**src/lewh_pkg.sv**
```systemverilog
package lewh_pkg;

    localparam int LINE_CAP_DEF   = 64;
    localparam int HIST_DEPTH_DEF = 16;
    localparam int TAB_STOP_DEF   = 8;

    typedef struct packed {
        logic [7:0] key;
        logic       end_of_input;
    } in_item_t;

    typedef struct packed {
        logic [1:0] kind;
        logic [7:0] data;
        logic       eof_mark;
        logic       last;
    } out_item_t;

    localparam logic [1:0] KIND_BYTE = 2'd0;
    localparam logic [1:0] KIND_BELL = 2'd1;
    localparam logic [1:0] KIND_INTR = 2'd2;

    localparam logic [2:0] MODE_NORMAL = 3'd0;
    localparam logic [2:0] MODE_ESC    = 3'd1;
    localparam logic [2:0] MODE_CSI    = 3'd2;
    localparam logic [2:0] MODE_NUL    = 3'd3;
    localparam logic [2:0] MODE_QUOTE  = 3'd4;

    localparam logic [7:0] KEY_NUL      = 8'h00;
    localparam logic [7:0] KEY_CTRL_A   = 8'h01;
    localparam logic [7:0] KEY_CTRL_B   = 8'h02;
    localparam logic [7:0] KEY_CTRL_C   = 8'h03;
    localparam logic [7:0] KEY_EOT      = 8'h04;
    localparam logic [7:0] KEY_CTRL_E   = 8'h05;
    localparam logic [7:0] KEY_CTRL_F   = 8'h06;
    localparam logic [7:0] KEY_BS       = 8'h08;
    localparam logic [7:0] KEY_TAB      = 8'h09;
    localparam logic [7:0] KEY_LF       = 8'h0A;
    localparam logic [7:0] KEY_CTRL_K   = 8'h0B;
    localparam logic [7:0] KEY_CTRL_L   = 8'h0C;
    localparam logic [7:0] KEY_CR       = 8'h0D;
    localparam logic [7:0] KEY_CTRL_N   = 8'h0E;
    localparam logic [7:0] KEY_CTRL_P   = 8'h10;
    localparam logic [7:0] KEY_CTRL_U   = 8'h15;
    localparam logic [7:0] KEY_CTRL_V   = 8'h16;
    localparam logic [7:0] KEY_CTRL_X   = 8'h18;
    localparam logic [7:0] KEY_SUB      = 8'h1A;
    localparam logic [7:0] KEY_ESC      = 8'h1B;
    localparam logic [7:0] KEY_SPACE    = 8'h20;
    localparam logic [7:0] KEY_DEL      = 8'h7F;
    localparam logic [7:0] KEY_LBRACKET = 8'h5B;
    localparam logic [7:0] KEY_UP_A     = 8'h41;
    localparam logic [7:0] KEY_UP_B     = 8'h42;
    localparam logic [7:0] KEY_UP_C     = 8'h43;
    localparam logic [7:0] KEY_UP_D     = 8'h44;
    localparam logic [7:0] KEY_UP_G     = 8'h47;
    localparam logic [7:0] KEY_UP_H     = 8'h48;
    localparam logic [7:0] KEY_UP_K     = 8'h4B;
    localparam logic [7:0] KEY_UP_M     = 8'h4D;
    localparam logic [7:0] KEY_UP_O     = 8'h4F;
    localparam logic [7:0] KEY_UP_P     = 8'h50;
    localparam logic [7:0] KEY_UP_S     = 8'h53;

    typedef enum logic [4:0] {
        OP_NONE,
        OP_BELL,
        OP_INTR,
        OP_MODE_ESC,
        OP_MODE_CSI,
        OP_MODE_NUL,
        OP_MODE_QUOTE,
        OP_START,
        OP_LEFT,
        OP_RIGHT,
        OP_END,
        OP_DEL_LEFT,
        OP_DEL_UNDER,
        OP_KILL,
        OP_ENTER,
        OP_HNEXT,
        OP_HPREV,
        OP_ERASE,
        OP_INSERT
    } op_t;

    function automatic op_t decode_key(logic [2:0] mode, logic [7:0] key);
        op_t op;
        op = OP_NONE;
        unique case (mode)
            MODE_ESC: begin
                op = (key == KEY_LBRACKET) ? OP_MODE_CSI : OP_BELL;
            end
            MODE_CSI: begin
                unique case (key)
                    KEY_UP_A: op = OP_HPREV;
                    KEY_UP_B: op = OP_HNEXT;
                    KEY_UP_C: op = OP_RIGHT;
                    KEY_UP_D: op = OP_LEFT;
                    default:  op = OP_BELL;
                endcase
            end
            MODE_NUL: begin
                unique case (key)
                    KEY_UP_H: op = OP_HPREV;
                    KEY_UP_P: op = OP_HNEXT;
                    KEY_UP_M: op = OP_RIGHT;
                    KEY_UP_K: op = OP_LEFT;
                    KEY_UP_S: op = OP_DEL_UNDER;
                    KEY_UP_G: op = OP_START;
                    KEY_UP_O: op = OP_END;
                    default:  op = OP_BELL;
                endcase
            end
            MODE_QUOTE: begin
                op = OP_INSERT;
            end
            default: begin
                unique case (key) inside
                    KEY_NUL:          op = OP_MODE_NUL;
                    KEY_CTRL_A:       op = OP_START;
                    KEY_CTRL_B:       op = OP_LEFT;
                    KEY_CTRL_C:       op = OP_INTR;
                    KEY_CTRL_E:       op = OP_END;
                    KEY_CTRL_F:       op = OP_RIGHT;
                    KEY_BS:           op = OP_DEL_LEFT;
                    KEY_LF, KEY_CR:   op = OP_ENTER;
                    KEY_CTRL_K:       op = OP_KILL;
                    KEY_CTRL_L:       op = OP_NONE;
                    KEY_CTRL_N:       op = OP_HNEXT;
                    KEY_CTRL_P:       op = OP_HPREV;
                    KEY_CTRL_U:       op = OP_ERASE;
                    KEY_CTRL_V:       op = OP_MODE_QUOTE;
                    KEY_CTRL_X, KEY_DEL: op = OP_DEL_UNDER;
                    KEY_ESC:          op = OP_MODE_ESC;
                    default:          op = OP_INSERT;
                endcase
            end
        endcase
        return op;
    endfunction

endpackage

```
**src/lewh_out_reg.sv**
```systemverilog
module lewh_out_reg
    import lewh_pkg::*;
(
    input  logic      aclk,
    input  logic      aresetn,
    input  logic      push_valid,
    input  out_item_t push_item,
    output logic      out_free,
    output logic      m_valid,
    input  logic      m_ready,
    output out_item_t m_payload
);

    logic      valid_reg;
    out_item_t item_reg;

    assign out_free  = !valid_reg || m_ready;
    assign m_valid   = valid_reg;
    assign m_payload = item_reg;

    always_ff @(posedge aclk) begin
        if (!aresetn) begin
            valid_reg <= 1'b0;
        end else if (out_free) begin
            valid_reg <= push_valid;
        end
    end

    always_ff @(posedge aclk) begin
        if (push_valid && out_free) begin
            item_reg <= push_item;
        end
    end

endmodule

```
**config.mk**
```make
export PLATFORM = sky130hd
export DESIGN_NAME = lewh_out_reg
export DESIGN_NICKNAME = d
export VERILOG_FILES = /design/src/lewh_pkg.sv /design/src/lewh_out_reg.sv
export SDC_FILE = /design/constraint.sdc
export NUM_CORES = 1
export LEC_CHECK = 0
export BUFFER_PORTS_ARGS = -buffer_cell sky130_fd_sc_hd__buf_2
export CORE_AREA = 2 2 39 41
export CTS_CLUSTER_SIZE = 24
export DETAILED_ROUTE_END_ITERATION = 10
export DIE_AREA = 0 0 41 43
export PLACE_DENSITY_LB_ADDON = 0.25
export SYNTH_ARGS = -nofsm -noshare
export SYNTH_HDL_FRONTEND = slang
export SYNTH_SLANG_ARGS = --single-unit
export TNS_END_PERCENT = 20
```
**constraint.sdc**
```tcl
create_clock -name aclk -period 1.1 [get_ports aclk]
set_input_delay 0 -clock aclk [delete_from_list [all_inputs] [get_ports aclk]]
set_output_delay 0 -clock aclk [all_outputs]
set_load 0.02 [all_outputs]
```
Word-level counts from Yosys, hierarchy flattened

Cells that the tools add are included.

Flip-flop bits (word level): 13
Bits of input ports: 16
Word-level logic and storage cells: 8

Reduce and logical (&&, ||, !) cells: 3

Operators by type and width:

| kind              | count |
|---|---|
| $logic_and 1x1->1 | 1 |
| $logic_not 1->1   | 1 |
| $logic_or 1x1->1  | 1 |

Longest topological paths before layout

Word-level depth: 3
Depth in mapped cells: 2
Gate-level depth less buffers: 2

Least setup slack after synthesis

Ideal clock, no wire load.

Kind: register to register
Start: register valid_reg (netlist: m_valid)
End: register item_reg (netlist bit m_payload[0]) (enable)
Data arrival time: 0.802 ns
Path slack: 0.044 ns
Stages on the path, launching flop included: 3
Path buffers: 0
Path through: dfxtp_1 > nand2b_4 > and2_4

Word-level cells in the longest chain between the ends: 3

RTL lines:

| item                   | RTL line           | source |
|---|---|---|
| start, declared        | lewh_out_reg.sv:14 | `logic valid_reg;` |
| start signal, assigned | lewh_out_reg.sv:25 | `valid_reg <= push_valid;` |
| $logic_not 1->1        | lewh_out_reg.sv:17 | `assign out_free = !valid_reg \|\| m_ready;` |
| $logic_or 1x1->1       | lewh_out_reg.sv:17 |  |
| net out_free           | lewh_out_reg.sv:8  | `output logic out_free,` |
| $logic_and 1x1->1      | lewh_out_reg.sv:30 | `if (push_valid && out_free) begin` |
| end signal, assigned   | lewh_out_reg.sv:31 | `item_reg <= push_item;` |
| end, declared          | lewh_out_reg.sv:15 | `out_item_t item_reg;` |

The timed path passes the listed nets, and every way through them passes these cells.
A chain may end at the register's enable or synchronous reset.

Worst setup path after layout

Start: register valid_reg (netlist: m_valid)
End: register item_reg (netlist bit m_payload[9]) (enable)

Word-level cells in the longest chain between the ends: 3

RTL lines:

| item              | RTL line |
|---|---|
| $logic_not 1->1   | lewh_out_reg.sv:17 |
| $logic_or 1x1->1  | lewh_out_reg.sv:17 |
| $logic_and 1x1->1 | lewh_out_reg.sv:30 |

Every way passes these cells.

==> flow_summary.ini <==
[placement]
place_area_sq_um = 583.1
gp_congestion = 0.5471
port_buffers = 29
placedCellCount = 62
dp_slack_ps = 154.1

[critical_path]
crit_fanout = 12
worstPathArrival_ps = 920
r2r_start = m_valid$_SDFFE_PN0P_
crit_path_start = m_valid$_SDFFE_PN0P_
r2r_end = m_payload[9]$_DFFE_PP_
crit_required_ps = 1070
crit_type = register to register
cp-end-kind = register
regToRegSetupSlack_ps = 150
critPathLaunchType = register
rr_worst_depth = 2

[routing]
ant_nets = 0
dr.pass1.iters = 3
dr.first_iter.drc_count = 3
drc = 0
wl_per_cell_microns = 10.28
via_per_inst = 3.963
vias = 317
wl_microns = 822

[synth]
seq_area_frac_synth_pct = 91.02
yosysUniqueCellTypes = 6
synth_compound_area_share_pct = 2.695
synthAdderAreaFrac_pct = 0
synth_area_sq_um = 417.9
synthXorXnorAreaFrac_pct = 0
synth.avg_cell_area_sq_um = 24.58
netlist_instances = 17
ys_warn_count = 0
syn-num-nets = 33
synth_top_family_by_area = simple AND/OR/NAND/NOR gates
muxShareOfSynthArea_pct = 0
synthSimpleGateAreaFrac_pct = 5.389
ys_ff_latch = 13

[timing]
fin_crit_ps = 952.8
fin_setup_tns_ps = 0
finalSetupViolCount = 0
worst_slack_ps = 147.2
tightest_slew_ps = 159.9
rsz0062_at_grt = false
max_slew_margin_pct = 89.34
skew_ps = 0.6667
finalCritPeriodShare_pct = 86.62
hold_viol_final = 0
fmax_mhz = 1050
slew_viol_final = 0

[worst_hold_path]
min_path_cells = 3
hold_class = primary input to register
whs_endpoint = m_valid$_SDFFE_PN0P_
hold_start = m_ready

[clock_tree]
clkTransAtPathRegs_ps = 70
cts.sinks = 13
cts_setup_buffers = 0
root_buffer = clkbuf_4
cts_buffers = 3
htree_levels = 1
cts_buffer_depth = 2
cts_tree = yes
clk_latency_ps = 260

[die]
io_pins = 30
die_h_microns = 43
rows = 14
die_x_microns = 41
core_area_sq_um = 1384
start_util_pct = 30.20
dieArea_sq_um = 1763

[global_routing]
grt.overflow.total = 0
antenna_found_initial = 0
grt_max_degree = 13
gr-usage-all-layers_pct = 10.81
grt_pass1_vias = 318
grt_pass1_wl_microns = 1207

[final_layout]
drive_gt1_share_pct = 54.69
diodes = 0
fillers = 115
final_cells = 80
num-nets-final = 81
area.sequential_sq_um = 380.4
area_delta_synth_final_pct = 79.34
final_cell_area_sq_um = 749.5
multi_input_area_sq_um = 33.78

[job]
max_cap_violations = 0

[power_and_ir_drop]
p_per_area_nw_per_um2 = 1347
finalPower_uw = 1009
p_leak_uw = 0.0003322
max-vdd-ir-drop_uv = 608.7

[run_status]
status = finished, final reports clean
stage by stage:
stage                     util (%)  hold slack (ps)
after CTS                    54.16            7.822
after floorplan                  -            98.87
after global placement       42.13            178.9
after detailed placement     42.13            178.3
final                        54.16            18.12
after global routing         54.16            20.70
metal layers:
metal  vias to the layer above  track usage (%)  share of wire (%)
met5                         -                0                  0
met4                         0            8.000                  0
met3                         0            3.141                7.1
met2                        13            17.81                 59
met1                       146            10.49                 33
li1                        158                -                  -
cells in the mapped netlist:
cell | count | share of area [%]
edfxtp_1 | 12 | 86
a21boi_2 | 1 | 2.7
and2_4 | 1 | 2.1
dfxtp_1 | 1 | 4.8
inv_1 | 1 | 0.90
nand2b_4 | 1 | 3.3
layout by cell type, fill, tap and decap left out:
cell            n
a21boi_2        1
and2_4          1
buf_2          29
clkbuf_1        1
clkbuf_4        3
dfxtp_1         1
dlygate4sd3_1  14
edfxtp_1       12
inv_1           1
nand2b_4        1
final cells by class:
type / count / area share, %
flip-flops and latches: 13 / 50.75
well taps: 16 / 2.671
multi-input cells: 3 / 4.508
inverters: 1 / 0.5008
clock buffers: 4 / 3.506
repair buffers: 43 / 38.06
power by group:
| part | leakage [uW] | internal (uW) | switching, uW |
|---|---|---|---|
| registers | 0.000124 | 573 | 7.60 |
| logic | 0.000193 | 78.1 | 73.0 |
| clock network | 0.0000150 | 140 | 137 |
| total | 0.000332 | 791 | 218 |
critical path, stage by stage, from the launching register on:
cell,delay (ps)
dfxtp_1,340
nand2b_4,80
and2_4,240
sequential cells by signal, indices dropped and copies added, names as in the netlist:
register / count
m_payload: 12
m_valid: 1
worst max-delay path by stage:
stage	end	depth (start not counted)	slack [ps]
final	m_payload[9]$_DFFE_PP_	2	150
after global routing	m_payload[9]$_DFFE_PP_	2	100
after CTS	m_payload[9]$_DFFE_PP_	2	140
after detailed placement	m_payload[5]$_DFFE_PP_	2	150
after global placement	m_payload[9]$_DFFE_PP_	2	170
after floorplan	m_payload[0]$_DFFE_PP_	2	40
cells by family (layout without fill, tap and decap cells):
group,after synthesis,count (layout)
DFF,13,13
buffers and inverters,1,48
and+or+nand+nor,2,2
AOI/OAI and AO/OA,1,1
timing repair:
item | CTS | global route
hold buffers | 14 | 0
resized for setup | 0 | 0
endpoints found under the hold margin | 13 | 0
Note: power is estimated with default switching activity, not from simulation.
